`src/rtl/seek_steer_motion_step_top_defines.svh`:
```
// Assertion macros for the seek steering motion block.
`ifndef SEEK_STEER_MOTION_STEP_TOP_DEFINES_SVH
`define SEEK_STEER_MOTION_STEP_TOP_DEFINES_SVH
`ifndef NO_ASSERTIONS
`define SSM_ASSERT_IMPLY(lbl, ante, cons) \
  lbl: assert property (@(posedge clk) disable iff (!rst_n) (ante) |-> (cons)) \
    else $error("seek steer motion check failed");
`define SSM_ASSERT_NEXT(lbl, ante, cons) \
  lbl: assert property (@(posedge clk) disable iff (!rst_n) (ante) |=> (cons)) \
    else $error("seek steer motion check failed");
`else
`define SSM_ASSERT_IMPLY(lbl, ante, cons)
`define SSM_ASSERT_NEXT(lbl, ante, cons)
`endif
`endif

```
`src/rtl/ssm_pkg.sv`:
```
// Shared types and constants of the seek steering motion block.
`default_nettype none
package ssm_pkg;

  localparam int VAL_W     = 32;
  localparam int TIME_W    = 16;
  localparam int LIM_W     = 31;
  localparam int FRAC_BITS = 16;
  localparam int SC_W      = 30;
  localparam int SUM_W     = 62;
  localparam int ROOT_W    = 31;
  localparam int PROD_W    = 63;
  localparam int DVD_W     = 61;
  localparam int CFG_IDX_W = 8;
  localparam int CFG_DAT_W = 32;

  localparam logic [CFG_IDX_W-1:0] REG_ACCEL = 8'd0;
  localparam logic [CFG_IDX_W-1:0] REG_SPEED = 8'd1;

  localparam logic [LIM_W-1:0] ACCEL_RESET = 31'd655360;
  localparam logic [LIM_W-1:0] SPEED_RESET = 31'd1966080;

  // Square of a Q16.16 distance of 0.001, held at Q32.32 scale, rounded up.
  localparam logic [SUM_W-1:0] DIST_EPS_SQ =
    SUM_W'((64'd1 << (2 * FRAC_BITS)) / 64'd1000000 + 64'd1);

  localparam logic [1:0] MUL_SQ     = 2'd0;
  localparam logic [1:0] MUL_SCALE  = 2'd1;
  localparam logic [1:0] MUL_DT_ACC = 2'd2;
  localparam logic [1:0] MUL_DT_VEL = 2'd3;

  typedef struct packed {
    logic       load_in;
    logic       place;
    logic       diff;
    logic       shrink;
    logic [1:0] mul_src;
    logic [1:0] mul_idx;
    logic       sum_clr;
    logic       sum_add;
    logic       sqrt_start;
    logic       use_speed;
    logic [2:0] div_start;
    logic       write_acc;
    logic       write_vclamp;
    logic       write_vkeep;
    logic       form_v;
    logic       pos_upd;
    logic [1:0] upd_idx;
    logic       out_load;
  } ssm_cmd_t;

  typedef struct packed {
    logic place;
    logic far;
    logic over;
    logic sqrt_done;
    logic div_done;
  } ssm_stat_t;

endpackage
`default_nettype wire

```
`src/rtl/ssm_ctrl.sv`:
```
// Sequencer that steps the datapath through one place or step word.
`default_nettype none
module ssm_ctrl
  import ssm_pkg::*;
(
  input  wire logic      clk,
  input  wire logic      rst_n,
  input  wire logic      in_tvalid,
  output logic           in_tready,
  output logic           out_tvalid,
  input  wire logic      out_tready,
  input  wire ssm_stat_t stat,
  output ssm_cmd_t       cmd
);

  localparam logic [4:0] S_IDLE = 5'd0;
  localparam logic [4:0] S_DISP = 5'd1;
  localparam logic [4:0] S_SHR  = 5'd2;
  localparam logic [4:0] S_SQ0  = 5'd3;
  localparam logic [4:0] S_SQ1  = 5'd4;
  localparam logic [4:0] S_SQ2  = 5'd5;
  localparam logic [4:0] S_SQA  = 5'd6;
  localparam logic [4:0] S_TEST = 5'd7;
  localparam logic [4:0] S_RTW  = 5'd8;
  localparam logic [4:0] S_CHK  = 5'd9;
  localparam logic [4:0] S_MS0  = 5'd10;
  localparam logic [4:0] S_MS1  = 5'd11;
  localparam logic [4:0] S_MS2  = 5'd12;
  localparam logic [4:0] S_MS3  = 5'd13;
  localparam logic [4:0] S_DIVW = 5'd14;
  localparam logic [4:0] S_WRQ  = 5'd15;
  localparam logic [4:0] S_DT0  = 5'd16;
  localparam logic [4:0] S_DT1  = 5'd17;
  localparam logic [4:0] S_DT2  = 5'd18;
  localparam logic [4:0] S_DT3  = 5'd19;
  localparam logic [4:0] S_DP0  = 5'd20;
  localparam logic [4:0] S_DP1  = 5'd21;
  localparam logic [4:0] S_DP2  = 5'd22;
  localparam logic [4:0] S_DP3  = 5'd23;
  localparam logic [4:0] S_OUT  = 5'd24;

  logic [4:0] state_r, state_nxt;
  logic       phase_r, phase_nxt;
  logic       out_valid_r, out_valid_nxt;

  always_comb begin
    state_nxt     = state_r;
    phase_nxt     = phase_r;
    out_valid_nxt = out_valid_r && !out_tready;
    cmd           = '0;
    cmd.use_speed = phase_r;
    case (state_r)
      S_IDLE: begin
        cmd.load_in = in_tvalid;
        if (in_tvalid) state_nxt = S_DISP;
      end
      S_DISP: begin
        if (stat.place) begin
          cmd.place = 1'b1;
          state_nxt = S_OUT;
        end else begin
          cmd.diff  = 1'b1;
          phase_nxt = 1'b0;
          state_nxt = S_SHR;
        end
      end
      S_SHR: begin
        cmd.shrink  = 1'b1;
        cmd.sum_clr = 1'b1;
        state_nxt   = S_SQ0;
      end
      S_SQ0: begin
        cmd.mul_src = MUL_SQ;
        cmd.mul_idx = 2'd0;
        state_nxt   = S_SQ1;
      end
      S_SQ1: begin
        cmd.mul_src = MUL_SQ;
        cmd.mul_idx = 2'd1;
        cmd.sum_add = 1'b1;
        state_nxt   = S_SQ2;
      end
      S_SQ2: begin
        cmd.mul_src = MUL_SQ;
        cmd.mul_idx = 2'd2;
        cmd.sum_add = 1'b1;
        state_nxt   = S_SQA;
      end
      S_SQA: begin
        cmd.sum_add = 1'b1;
        state_nxt   = S_TEST;
      end
      S_TEST: begin
        // A target this close keeps the previous acceleration.
        if (!phase_r && !stat.far) begin
          state_nxt = S_DT0;
        end else begin
          cmd.sqrt_start = 1'b1;
          state_nxt      = S_RTW;
        end
      end
      S_RTW: begin
        if (stat.sqrt_done) state_nxt = S_CHK;
      end
      S_CHK: begin
        if (!phase_r || stat.over) begin
          state_nxt = S_MS0;
        end else begin
          cmd.write_vkeep = 1'b1;
          state_nxt       = S_DP0;
        end
      end
      S_MS0: begin
        cmd.mul_src = MUL_SCALE;
        cmd.mul_idx = 2'd0;
        state_nxt   = S_MS1;
      end
      S_MS1: begin
        cmd.mul_src   = MUL_SCALE;
        cmd.mul_idx   = 2'd1;
        cmd.div_start = 3'b001;
        state_nxt     = S_MS2;
      end
      S_MS2: begin
        cmd.mul_src   = MUL_SCALE;
        cmd.mul_idx   = 2'd2;
        cmd.div_start = 3'b010;
        state_nxt     = S_MS3;
      end
      S_MS3: begin
        cmd.div_start = 3'b100;
        state_nxt     = S_DIVW;
      end
      S_DIVW: begin
        if (stat.div_done) state_nxt = S_WRQ;
      end
      S_WRQ: begin
        if (!phase_r) begin
          cmd.write_acc = 1'b1;
          state_nxt     = S_DT0;
        end else begin
          cmd.write_vclamp = 1'b1;
          state_nxt        = S_DP0;
        end
      end
      S_DT0: begin
        cmd.mul_src = MUL_DT_ACC;
        cmd.mul_idx = 2'd0;
        state_nxt   = S_DT1;
      end
      S_DT1: begin
        cmd.mul_src = MUL_DT_ACC;
        cmd.mul_idx = 2'd1;
        cmd.form_v  = 1'b1;
        cmd.upd_idx = 2'd0;
        state_nxt   = S_DT2;
      end
      S_DT2: begin
        cmd.mul_src = MUL_DT_ACC;
        cmd.mul_idx = 2'd2;
        cmd.form_v  = 1'b1;
        cmd.upd_idx = 2'd1;
        state_nxt   = S_DT3;
      end
      S_DT3: begin
        cmd.form_v  = 1'b1;
        cmd.upd_idx = 2'd2;
        phase_nxt   = 1'b1;
        state_nxt   = S_SHR;
      end
      S_DP0: begin
        cmd.mul_src = MUL_DT_VEL;
        cmd.mul_idx = 2'd0;
        state_nxt   = S_DP1;
      end
      S_DP1: begin
        cmd.mul_src = MUL_DT_VEL;
        cmd.mul_idx = 2'd1;
        cmd.pos_upd = 1'b1;
        cmd.upd_idx = 2'd0;
        state_nxt   = S_DP2;
      end
      S_DP2: begin
        cmd.mul_src = MUL_DT_VEL;
        cmd.mul_idx = 2'd2;
        cmd.pos_upd = 1'b1;
        cmd.upd_idx = 2'd1;
        state_nxt   = S_DP3;
      end
      S_DP3: begin
        cmd.pos_upd = 1'b1;
        cmd.upd_idx = 2'd2;
        state_nxt   = S_OUT;
      end
      S_OUT: begin
        // Wait until the output register is free or drains this cycle.
        if (!out_valid_r || out_tready) begin
          cmd.out_load  = 1'b1;
          out_valid_nxt = 1'b1;
          state_nxt     = S_IDLE;
        end
      end
      default: begin
        state_nxt = S_IDLE;
      end
    endcase
  end

  always_ff @(posedge clk) begin
    if (!rst_n) begin
      state_r     <= S_IDLE;
      phase_r     <= 1'b0;
      out_valid_r <= 1'b0;
    end else begin
      state_r     <= state_nxt;
      phase_r     <= phase_nxt;
      out_valid_r <= out_valid_nxt;
    end
  end

  assign in_tready  = rst_n && (state_r == S_IDLE);
  assign out_tvalid = out_valid_r;

endmodule
`default_nettype wire

```
`config.mk`:
```
export PLATFORM = sky130hd
export DESIGN_NAME = ssm_ctrl
export DESIGN_NICKNAME = d
export VERILOG_FILES = /design/src/rtl/seek_steer_motion_step_top_defines.svh /design/src/rtl/ssm_pkg.sv /design/src/rtl/ssm_ctrl.sv
export SDC_FILE = /design/constraint.sdc
export NUM_CORES = 1
export LEC_CHECK = 0
export BUFFER_PORTS_ARGS = -buffer_cell sky130_fd_sc_hd__buf_4
export CORE_MARGIN = 1.5
export CORE_UTILIZATION = 47
export CTS_BUF_LIST = sky130_fd_sc_hd__clkbuf_8
export DETAILED_ROUTE_END_ITERATION = 7
export PLACE_DENSITY = 0.81
export SYNTH_ARGS = -nofsm -noshare
export SYNTH_HDL_FRONTEND = slang
export SYNTH_SLANG_ARGS = --single-unit
```
`constraint.sdc`:
```
create_clock -name clk -period 1.7 [get_ports clk]
set_input_delay 0.085 -clock clk [delete_from_list [all_inputs] [get_ports clk]]
set_output_delay 0.085 -clock clk [all_outputs]
set_load 0.01 [all_outputs]
```
==> tab_implementation.tex, run 1 <==
\begin{tabular}{lr}
\hline
Metric & Value \\
\hline
\multicolumn{2}{l}{\textbf{Setup path}} \\
Critical path required time & 1.62 ns \\
WP data arrival & between 1.5 and 2 ns \\
Critical path startpoint category & flip-flop \\
RR Endpoint & state\_r[3] \\
Category of the worst setup path capture point & primary output \\
Highest fanout seen on the critical path & 12 \\
Cells on worst reg2reg path & 4 \\
Critical Path Most Common Cell & buf\_4 \\
Slowest Stage Delay on Critical Path & approximately 0.32 ns \\
Highest-delay cell along the critical path & dfxtp\_1 \\
Crit Path Class & flip-flop to primary output \\
Origin of the critical flop-to-flop path & state\_r[0] \\
Worst-case register-to-register setup slack & 0.27 ns \\
Cells along the critical path & buf\_4, buf\_4, nor2\_1, a21oi\_1, o22ai\_1, a21o\_1, buf\_4 \\
\multicolumn{2}{l}{\textbf{Global route}} \\
Congestion Overflow GR & 0 \\
Total global-route track usage & 28.0\% \\
Initial antenna violation count & 0 \\
Wire length of the first global-routing pass & a little under 4 mm \\
Largest net degree at the start of global routing & 18 \\
Number of global-route vias before repair & slightly below 900 \\
\multicolumn{2}{l}{\textbf{Routing}} \\
Vias per std cell & $\sim$5.9 \\
Antenna viol nets, final & 0 \\
WL per Instance & $\sim$14 um \\
Drt drc & 0 \\
Routed wire length & about 2.3 mm \\
Starting DRT DRC Count & 25 \\
Drt first pass iters & 4 \\
Vias after detailed routing & 943 \\
\multicolumn{2}{l}{\textbf{Timing}} \\
Number of hold-slack violations in the final timing report & 0 \\
Actual transition at the worst max-transition pin & roughly 0.29 ns \\
Total count of max-transition violations in the final report & 0 \\
Share of the clock period used by the worst path & 93.7\% \\
Top achievable clock speed & about 630 MHz \\
Worst slew margin relative to its limit & 80.6\% \\
Setup repair after global routing missed its margin & false \\
Post-route minimum period & between 1.5 and 2 ns \\
Final setup TNS & 0 ns \\
Clock skew after layout & roughly 0.0016 ns \\
Final number of setup-violating endpoints & 0 \\
\multicolumn{2}{l}{\textbf{Floorplanning}} \\
Die footprint & between 1500 and 2000 um2 \\
Initial standard-cell utilization of the core & between 50\% and 60\% \\
Core outline area & about 1400 um2 \\
Height of the chip & about 42 um \\
Total number of placement rows & 13 \\
Count of boundary I/O pins & 34 \\
Die boundary width & $\sim$42 um \\
\multicolumn{2}{l}{\textbf{Synth}} \\
Synthesized cell area & between 700 and 800 um2 \\
Most common flop cell mapped by yosys & dfxtp\_1 \\
Proportion of netlist area held by the largest area contributor & 19.8\% \\
Synth Net Count & roughly 120 \\
Commonest cells post-synth & nor2\_1 (14), nand2\_1 (8) \\
Warnings from Yosys & 0 \\
Yosys top cell by area & dfxtp\_1 \\
Post-synthesis cell type count & 35 \\
Synth area leaders & dfxtp\_1 (20\%), nor2\_1 (7.4\%), nand2b\_1 (6.2\%), nor2b\_1 (6.2\%), a21oi\_1 (4.9\%) \\
Number of standard cells after synthesis & about 110 \\
Proportion of register bits with asynchronous set or reset after synthesis & 0\% \\
Most frequent cell after synthesis & nor2\_1 \\
Number of enable-type register cells in the synthesized netlist & 0 \\
Avg Synthesized Cell Area & 6.57 um2 \\
Part of the Yosys area used for sequential elements & around a fifth \\
Total of flip-flops plus latches after synthesis & 7 \\
\multicolumn{2}{l}{\textbf{Final layout}} \\
Fill cell count & 110 \\
Synthesis-to-finish area growth & 47.6\% \\
Final net count & $\sim$150 \\
Sequential cell area in the final layout & about 140 um2 \\
Fraction of final layout cells sized beyond drive strength 1 & around a third \\
Multi-input logic area & 517 um2 \\
Diode insertion count for antenna repair & 0 \\
\multicolumn{2}{l}{\textbf{Placement}} \\
Total half-perimeter wirelength after legalization and detailed placement & 1.69 mm \\
Last weighted congestion value of the routability-driven placer & slightly above 0.9 \\
Buffers added on ports & 33 \\
\multicolumn{2}{l}{\textbf{Pwr}} \\
Ratio of total power to cell area & around 1200 nW/um2 \\
Maximum ir drop on the vdd rail & approximately 950 uV \\
Total power of the final layout & between 0.001 and 0.0015 W \\
Total leakage power & $\sim$0.49 nW \\
\multicolumn{2}{l}{\textbf{Worst hold path}} \\
Worst Hold Path EP & state\_r[1] \\
Count of cells along the worst hold path & 2 \\
Worst hold path startpoint & rst\_n \\
Class of the tightest hold or removal check & input pin to flip-flop \\
\multicolumn{2}{l}{\textbf{Clock tree}} \\
\# clock sinks & 7 \\
Buffers from clock root to sink, at most & 2 \\
Clock transition at the register clock pins on the worst setup and hold paths after CTS & 0.04 ns \\
Post-CTS setup buffer count & 0 \\
Hold buffer count at cts & 0 \\
TritonCTS buffer count & 3 \\
Root buffer cell & clkbuf\_8 \\
Clock tree from TritonCTS & built \\
CTS HTree Levels & 1 \\
Clock insertion delay at the later pin of the skew report & roughly 0.23 ns \\
\multicolumn{2}{l}{\textbf{Flow run}} \\
Max-cap viol count & 0 \\
\multicolumn{2}{l}{\textbf{Status}} \\
Run status & completed \\
\hline
\end{tabular}
critical path, delay by kind of cell (launching register included):
family,cells,cell delay [ns]
buf+inv,3,0.50
flops,1,0.32
simple gates,1,0.06
compound gates,3,0.42
where the power goes:
part	internal, W	leakage, nW	switching [W]
Clock	0.000156	0.0269	0.0000740
Combinational	0.000358	0.402	0.000429
Sequential	0.000205	0.0585	0.0000660
state kept, by name, summed over array words and instances (netlist names):
register    flops
phase_r         1
state_r         5
out_tvalid      1
cells by family (layout without fill, tap and decap cells):
group           after synthesis  after routing  share of synthesized area, %
compound gates               31             31                          29.6
buf+inv                      13             49                          8.11
flops                         7              7                          19.8
simple gates                 57             57                          42.5
placed cells by master (no fill, tap or decap), types with 2 or more instances in the layout:
cell      Yosys  final
a21oi_1       7      7
or3_1         2      2
dfxtp_2       0      3
nor2b_1       7      7
inv_1         4      5
o22ai_1       4      4
and3_1        4      4
buf_4         2     41
dfxtp_1       7      4
a31oi_1       2      2
nand2b_1      7      7
nand2_1       8      8
nor3_1        7      6
nor2_1       14     14
clkbuf_8      0      3
nand3_1       2      2
o21a_1        3      3
o21ai_0       4      4
worst max-delay path by stage:
stage	from	endpoint	slack, ns	cells after the start
2_1_floorplan	state_r[0]	state_r[3]	0.19	5
3_3_place_gp	state_r[4]	state_r[3]	0.22	4
3_5_place_dp	state_r[4]	state_r[3]	0.17	4
4_1_cts	state_r[3]	cmd[5]	0.02	4
5_1_grt	state_r[2]	cmd[16]	0.02	6
6_report	state_r[1]	cmd[17]	0.11	7
layout make-up:
class / count / share of cell area [%]
multi-input cells: 88 / 49.3
repair buffers: 41 / 29.4
flip-flops and latches: 7 / 13.7
clock buffers: 3 / 3.94
well taps: 15 / 1.79
inverters: 4 / 1.43
clock inverters: 1 / 0.358
layer usage:
metal | vias up | routed length (um) | global-route usage (%)
li1 | 457 | - | -
met1 | 437 | 928 | 34.6
met2 | 42 | 1140 | 45.9
met3 | 7 | 160 | 3.91
met4 | 0 | 49 | 16.1
met5 | - | 0 | 0
through the flow:
step                setup slack, ns  util [%]  hold slack (ns)  instance area, um2  cells
finish                        0.107      77.6            0.124                1050    159
global route                 0.0232      77.6            0.136                1050    159
CTS                          0.0151      77.0            0.125                1040    159
detailed placement            0.171      73.6            0.362                 993    155
global placement              0.220      73.6            0.361                 993    155
floorplan                     0.187         -            0.203                 709    108
timing repair:
action | CTS | global route
setup endpoints to repair | 3 | 4
gates cloned | 0 | 0
gates resized for setup | 1 | 3
Note: power is estimated with default switching activity, not from simulation.
==> run 2: changes to the inputs <==
--- a/config.mk
+++ b/config.mk
@@ -7,10 +7,9 @@
 export LEC_CHECK = 0
 export BUFFER_PORTS_ARGS = -buffer_cell sky130_fd_sc_hd__buf_4
 export CORE_MARGIN = 1.5
-export CORE_UTILIZATION = 47
-export CTS_BUF_LIST = sky130_fd_sc_hd__clkbuf_8
+export CORE_UTILIZATION = 45
 export DETAILED_ROUTE_END_ITERATION = 7
-export PLACE_DENSITY = 0.81
+export PLACE_DENSITY = 0.78
 export SYNTH_ARGS = -nofsm -noshare
 export SYNTH_HDL_FRONTEND = slang
 export SYNTH_SLANG_ARGS = --single-unit
==> run 2 against run 1 <==
Compared with the run above: clock skew is 0.0051 ns higher; global-route usage is 3.2 points lower; sequential power is 13% higher; design area is 0.48% higher; fmax is 0.31% higher; die area is 4.1% higher; non-clock buffer count stayed put; critical endpoint unchanged; largest cell class unchanged; largest power group unchanged; highest routed layer unchanged.
==> tab_implementation.tex, run 2 (synthesis results as in run 1) <==
\begin{tabular}{lr}
\hline
Metric & Value \\
\hline
\multicolumn{2}{l}{\textbf{Routing}} \\
Wire length the detailed router placed on met1 & 946 um (+1.9\%) \\
Highest signal layer in the routed design & met4 \\
Starting DRT DRC Count & 22 (-12\%) \\
Drt first pass iters & 4 (unchanged) \\
Routed wire length & 2.19 mm (-3.7\%) \\
Drt drc & 0 (unchanged) \\
Wire length on met3 & 126 um (-21\%) \\
Vias per std cell & 5.85 (-1.4\%) \\
Vias after detailed routing & 936 (-0.74\%) \\
Sum of met2 wire segment lengths after detailed routing & 1.10 mm (-2.9\%) \\
WL per Instance & 13.7 um (-4.3\%) \\
Antenna viol nets, final & 0 (unchanged) \\
\multicolumn{2}{l}{\textbf{Clock tree}} \\
Hold buffer count at cts & 0 (unchanged) \\
\# clock sinks & 7 (unchanged) \\
Clock transition at the register clock pins on the worst setup and hold paths after CTS & 0.06 ns (+0.02 ns) \\
Root buffer cell & clkbuf\_4 \\
Post-CTS setup buffer count & 0 (unchanged) \\
TritonCTS buffer count & 3 (unchanged) \\
Clock tree from TritonCTS & built \\
Buffers from clock root to sink, at most & 2 (unchanged) \\
Clock insertion delay at the later pin of the skew report & 0.26 ns (+0.03 ns) \\
CTS HTree Levels & 1 (unchanged) \\
\multicolumn{2}{l}{\textbf{Timing}} \\
Clock skew after layout & 0.00672 ns (+0.00510 ns) \\
Actual transition at the worst max-transition pin & 0.289 ns (-0.00161 ns) \\
Total count of max-transition violations in the final report & 0 (unchanged) \\
Final number of setup-violating endpoints & 0 (unchanged) \\
Number of hold-slack violations in the final timing report & 0 (unchanged) \\
Final setup TNS & 0 ns (unchanged) \\
Setup repair after global routing missed its margin & false \\
Worst hold slack across all endpoints & 0.0987 ns (-0.0253 ns) \\
Post-route minimum period & 1.59 ns (-0.00489 ns) \\
Top achievable clock speed & 630 MHz (+0.31\%) \\
Worst slew margin relative to its limit & 80.6\% (about the same) \\
Share of the clock period used by the worst path & 93.4\% (-0.29 points) \\
\multicolumn{2}{l}{\textbf{Setup path}} \\
Worst-case register-to-register setup slack & 0.21 ns (-0.06 ns) \\
Critical path required time & 1.62 ns (about the same) \\
Crit path launch & state\_r[1] \\
Critical path startpoint category & flip-flop \\
Origin of the critical flop-to-flop path & state\_r[1] \\
WP data arrival & 1.50 ns (about the same) \\
RR Endpoint & state\_r[3] \\
Crit Path Class & flip-flop to primary output \\
Highest fanout seen on the critical path & 11 (-1) \\
Category of the worst setup path capture point & primary output \\
Cells on worst reg2reg path & 4 (unchanged) \\
\multicolumn{2}{l}{\textbf{Worst hold path}} \\
Class of the tightest hold or removal check & input pin to flip-flop \\
Worst Hold Path EP & state\_r[1] \\
Count of cells along the worst hold path & 2 (unchanged) \\
Worst hold path startpoint & rst\_n \\
\multicolumn{2}{l}{\textbf{Final layout}} \\
Most frequent cells in the layout & buf\_4 (40), nor2\_1 (13), nand2\_1 (8) \\
Fraction of final layout cells sized beyond drive strength 1 & 36.8\% (+2.1 points) \\
Final net count & 154 (unchanged) \\
Fill cell count & 137 (+25\%) \\
Register with the highest flop count & state\_r \\
Largest register FFs & 5 (unchanged) \\
Commonest non-fill, non-tap cell in the layout & buf\_4 \\
Synthesis-to-finish area growth & 48.3\% \\
Diode insertion count for antenna repair & 0 (unchanged) \\
\multicolumn{2}{l}{\textbf{Placement}} \\
Buffers added on ports & 33 (unchanged) \\
Last weighted congestion value of the routability-driven placer & 0.865 (-5.2\%) \\
Total half-perimeter wirelength after legalization and detailed placement & 1.63 mm (-3.2\%) \\
\multicolumn{2}{l}{\textbf{Global route}} \\
Total global-route track usage & 24.8\% (-3.2 points) \\
Number of global-route vias before repair & 822 (-6.7\%) \\
Initial antenna violation count & 0 (unchanged) \\
Congestion Overflow GR & 0 (unchanged) \\
Wire length of the first global-routing pass & 3.57 mm (-7.5\%) \\
Largest net degree at the start of global routing & 18 (unchanged) \\
\multicolumn{2}{l}{\textbf{Floorplanning}} \\
Die boundary width & 42.7 um (+2.0\%) \\
Count of boundary I/O pins & 34 (unchanged) \\
Total number of placement rows & 14 (+1) \\
Initial standard-cell utilization of the core & 47.6\% (-4.9 points) \\
Height of the chip & 42.7 um (+2.0\%) \\
Die footprint & 1820 um2 (+4.1\%) \\
Core outline area & 1490 um2 (+10\%) \\
\multicolumn{2}{l}{\textbf{Pwr}} \\
Total leakage power & 0.482 nW (-1.2\%) \\
Maximum ir drop on the vdd rail & 672 uV (-30\%) \\
Ratio of total power to cell area & 1180 nW/um2 (-4.3\%) \\
\multicolumn{2}{l}{\textbf{Status}} \\
Run status & completed \\
\multicolumn{2}{l}{\textbf{Flow run}} \\
Max-cap viol count & 0 (unchanged) \\
\hline
\end{tabular}
[run 2: worst max-delay path, cell delays in order (launching register included)]
cell and delay (ns):
dfxtp_4 0.39, buf_6 0.14, buf_4 0.13, nor2_1 0.04
a21oi_1 0.14, o22ai_1 0.09, a21o_1 0.18, buf_4 0.14
[run 2: repair_timing]
item                                    4_1_cts  5_1_grt
resized for setup                             4        8
endpoints found under the hold margin         0        0
endpoints found under the setup margin        5       11
pin swaps                                     0        0
[run 2: power breakdown]
part	total (W)	internal, W	switching (W)
clock	0.000157	0.0000899	0.0000669
sequential	0.000306	0.000213	0.0000936
combinational	0.000776	0.000376	0.000400
total	0.00124	0.000679	0.000560
[run 2: cell type report]
class	count	area (um2)	area share, %
Multi-Input combinational cell	88	527	50.1
Clock buffer	4	26.3	2.50
Tap cell	16	20.0	1.90
Timing Repair Buffer	41	312	29.6
Sequential cell	7	153	14.5
Inverter	4	15.0	1.43
[run 2: worst max-delay path by stage]
stage / to / slack, ns / depth (start not counted)
floorplan: state_r[3] / 0.19 / 5
global placement: state_r[3] / 0.17 / 4
detailed placement: state_r[3] / 0.16 / 4
CTS: cmd[15] / 0.02 / 5
global route: cmd[12] / 0.02 / 4
finish: cmd[17] / 0.11 / 7
[run 2: through the flow]
stage | setup WS [ns] | power [W] | cells | util, % | area, um2
after global placement | 0.172 | 0.00102 | 156 | 66.8 | 995
after floorplan | 0.187 | 0.000741 | 108 | - | 709
after CTS | 0.0191 | 0.00120 | 160 | 69.0 | 1030
after detailed placement | 0.165 | 0.00103 | 156 | 66.8 | 995
after global routing | 0.0176 | 0.00133 | 160 | 70.7 | 1050
final | 0.111 | 0.00124 | 160 | 70.7 | 1050
[run 2: layer usage]
metal,vias to the layer above,global-route usage (%)
met1,445,33.3
met3,2,3.40
met2,32,40.9
li1,457,-
met5,-,0
met4,0,7.50
==> run 3: changes to the inputs <==
--- a/config.mk
+++ b/config.mk
@@ -6,10 +6,13 @@
 export NUM_CORES = 1
 export LEC_CHECK = 0
 export BUFFER_PORTS_ARGS = -buffer_cell sky130_fd_sc_hd__buf_4
+export CELL_PAD_IN_SITES_DETAIL_PLACEMENT = 1
+export CELL_PAD_IN_SITES_GLOBAL_PLACEMENT = 1
 export CORE_MARGIN = 1.5
-export CORE_UTILIZATION = 45
+export CORE_UTILIZATION = 30
+export CTS_BUF_LIST = sky130_fd_sc_hd__clkbuf_16
 export DETAILED_ROUTE_END_ITERATION = 7
-export PLACE_DENSITY = 0.78
+export PLACE_DENSITY_LB_ADDON = 0.1
 export SYNTH_ARGS = -nofsm -noshare
 export SYNTH_HDL_FRONTEND = slang
 export SYNTH_SLANG_ARGS = --single-unit
==> run 3 against run 2 <==
Compared with the run above: routed wire length up 18%; global-route usage down 3.8 points; first-iteration DRC count down 41%; highest routed layer unchanged; cell count up 7.5%.
==> tab_implementation.tex, run 3 (synthesis results as in run 1) <==
\begin{tabular}{lr}
\hline
Metric & Value \\
\hline
\multicolumn{2}{l}{\textbf{Status}} \\
Run status & completed \\
\multicolumn{2}{l}{\textbf{Placement}} \\
Total half-perimeter wirelength after legalization and detailed placement & 1.95 mm (+20\%) \\
Last weighted congestion value of the routability-driven placer & 0.821 (-5.0\%) \\
Buffers added on ports & 33 (unchanged) \\
\multicolumn{2}{l}{\textbf{Pwr}} \\
Portion of total power attributed to combinational logic & 53.5\% (-9.1 points) \\
Ratio of total power to cell area & 1340 nW/um2 (+14\%) \\
Power Internal & 0.000879 W (+30\%) \\
Total leakage power & 0.505 nW (+4.8\%) \\
Clock share of power & 26.8\% (+14 points) \\
Switching portion of total power & 40.7\% (-4.6 points) \\
Sequential share of power & 19.8\% (-4.9 points) \\
Sw Pwr & 0.000602 W (+7.4\%) \\
Maximum ir drop on the vdd rail & 742 uV (+10\%) \\
\multicolumn{2}{l}{\textbf{Routing}} \\
Antenna viol nets, final & 0 (unchanged) \\
Vias after detailed routing & 925 (-1.2\%) \\
Routed wire length & 2.59 mm (+18\%) \\
WL per Instance & 15.0 um (+9.9\%) \\
Drt drc & 0 (unchanged) \\
Vias per std cell & 5.38 (-8.1\%) \\
Drt first pass iters & 4 (unchanged) \\
Starting DRT DRC Count & 13 (-41\%) \\
\multicolumn{2}{l}{\textbf{Global route}} \\
Total global-route track usage & 21.0\% (-3.8 points) \\
Number of global-route vias before repair & 873 (+6.2\%) \\
Initial antenna violation count & 0 (unchanged) \\
Wire length of the first global-routing pass & 4.20 mm (+18\%) \\
Congestion Overflow GR & 0 (unchanged) \\
Largest net degree at the start of global routing & 18 (unchanged) \\
\multicolumn{2}{l}{\textbf{Floorplanning}} \\
Core outline area & 2210 um2 (+49\%) \\
Initial standard-cell utilization of the core & 32.1\% (-16 points) \\
Count of boundary I/O pins & 34 (unchanged) \\
Die footprint & 2670 um2 (+46\%) \\
Die boundary width & 51.6 um (+21\%) \\
Height of the chip & 51.6 um (+21\%) \\
Total number of placement rows & 17 (+3) \\
\multicolumn{2}{l}{\textbf{Clock tree}} \\
Buffers from clock root to sink, at most & 2 (unchanged) \\
Cells resized by post-CTS repair & 3 (-1) \\
Root buffer cell & clkbuf\_16 \\
Clock transition at the register clock pins on the worst setup and hold paths after CTS & 0.04 ns (-0.02 ns) \\
Clock tree from TritonCTS & built \\
Clock insertion delay at the later pin of the skew report & 0.23 ns (-0.03 ns) \\
CTS HTree Levels & 1 (unchanged) \\
\# clock sinks & 7 (unchanged) \\
TritonCTS buffer count & 3 (unchanged) \\
Hold buffer count at cts & 0 (unchanged) \\
Post-CTS setup buffer count & 0 (unchanged) \\
\multicolumn{2}{l}{\textbf{Timing}} \\
Top achievable clock speed & 630 MHz (about the same) \\
Actual transition at the worst max-transition pin & 0.313 ns (+0.0247 ns) \\
Number of hold-slack violations in the final timing report & 0 (unchanged) \\
Worst slew margin relative to its limit & 78.9\% (-1.7 points) \\
Post-route minimum period & 1.59 ns (-0.000969 ns) \\
Final number of setup-violating endpoints & 0 (unchanged) \\
Clock skew after layout & 0.000732 ns (-0.00599 ns) \\
Total count of max-transition violations in the final report & 0 (unchanged) \\
Final setup TNS & 0 ns (unchanged) \\
Share of the clock period used by the worst path & 93.4\% (about the same) \\
Setup repair after global routing missed its margin & false \\
\multicolumn{2}{l}{\textbf{Final layout}} \\
Largest register FFs & 5 (unchanged) \\
Final net count & 154 (unchanged) \\
Final design utilization & 49.9\% (-21 points) \\
Most frequent cells in the layout & buf\_4 (41), nor2\_1 (13), nand2\_1 (8) \\
Synthesis-to-finish area growth & 55.6\% \\
Register with the highest flop count & state\_r \\
Fraction of final layout cells sized beyond drive strength 1 & 36.1\% (-0.69 points) \\
Diode insertion count for antenna repair & 0 (unchanged) \\
Commonest non-fill, non-tap cell in the layout & buf\_4 \\
\multicolumn{2}{l}{\textbf{Worst hold path}} \\
Worst hold path startpoint & rst\_n \\
Class of the tightest hold or removal check & input pin to flip-flop \\
Count of cells along the worst hold path & 2 (unchanged) \\
\multicolumn{2}{l}{\textbf{Setup path}} \\
Cells on worst reg2reg path & 4 (unchanged) \\
Critical path startpoint category & flip-flop \\
Origin of the critical flop-to-flop path & state\_r[1] \\
Crit Path Class & flip-flop to primary output \\
Highest-delay cell along the critical path & dfxtp\_2 \\
Category of the worst setup path capture point & primary output \\
Slowest Stage Delay on Critical Path & 0.39 ns (about the same) \\
WP data arrival & 1.50 ns (about the same) \\
Highest fanout seen on the critical path & 13 (+2) \\
Critical path required time & 1.62 ns (about the same) \\
Crit path launch & state\_r[4] \\
Cells along the critical path & nor2\_2, nand2\_1, nor3\_1, buf\_4 \\
\multicolumn{2}{l}{\textbf{Flow run}} \\
Max-cap viol count & 0 (unchanged) \\
\hline
\end{tabular}
run 3: cell count changes in the layout (fill, tap and decap cells not counted), sizes merged:
cell	change
clkbuf	-1
inv	+1
run 3: worst max-delay path, delay by kind of cell (launching register included):
| family | cells | cell delay, ns |
|---|---|---|
| buffers and inverters | 1 | 0.19 |
| DFF | 1 | 0.39 |
| and+or+nand+nor | 3 | 0.69 |
run 3: power by group through the flow:
stage / logic, W / registers (W) / clock network (W)
after floorplan: 0.000504 / 0.000237 / 0
after global routing: 0.000878 / 0.000302 / 0.000418
after detailed placement: 0.000777 / 0.000281 / 0
after global placement: 0.000761 / 0.000280 / 0
final: 0.000792 / 0.000293 / 0.000396
after CTS: 0.000789 / 0.000284 / 0.000403
run 3: metal layers:
metal  part of all wire, %  vias up  GRT usage [%]
li1                      -      453              -
met1                    45      440           26.6
met2                    50       30           37.0
met3                   5.0        2           1.72
met4                  0.62        0           7.89
met5                     0        -              0
run 3: path summary, 6_finish.rpt:
kind                                    to  slack [ns]
worst max-delay path                cmd[5]        0.11
worst min-delay path            state_r[4]        0.13
worst max register to register  state_r[3]        0.24
worst min register to register  state_r[0]        0.58
run 3: area by class of cell:
class | count | area [um2]
clock buffers | 3 | 75.1
clock inverters | 1 | 3.75
fillers | 314 | 1110
inverters | 4 | 15.0
multi-input cells | 88 | 517
flip-flops and latches | 7 | 150
well taps | 28 | 35.0
repair buffers | 41 | 308
run 3: through the flow:
stage	power, W	hold WS (ns)	instances	cell area (um2)	setup slack [ns]
final	0.00148	0.129	172	1100	0.112
after global placement	0.00104	0.370	168	1010	0.150
after CTS	0.00148	0.133	172	1090	0.0191
after detailed placement	0.00106	0.373	168	1010	0.159
after global routing	0.00160	0.140	172	1100	0.0229
after floorplan	0.000741	0.203	108	709	0.187
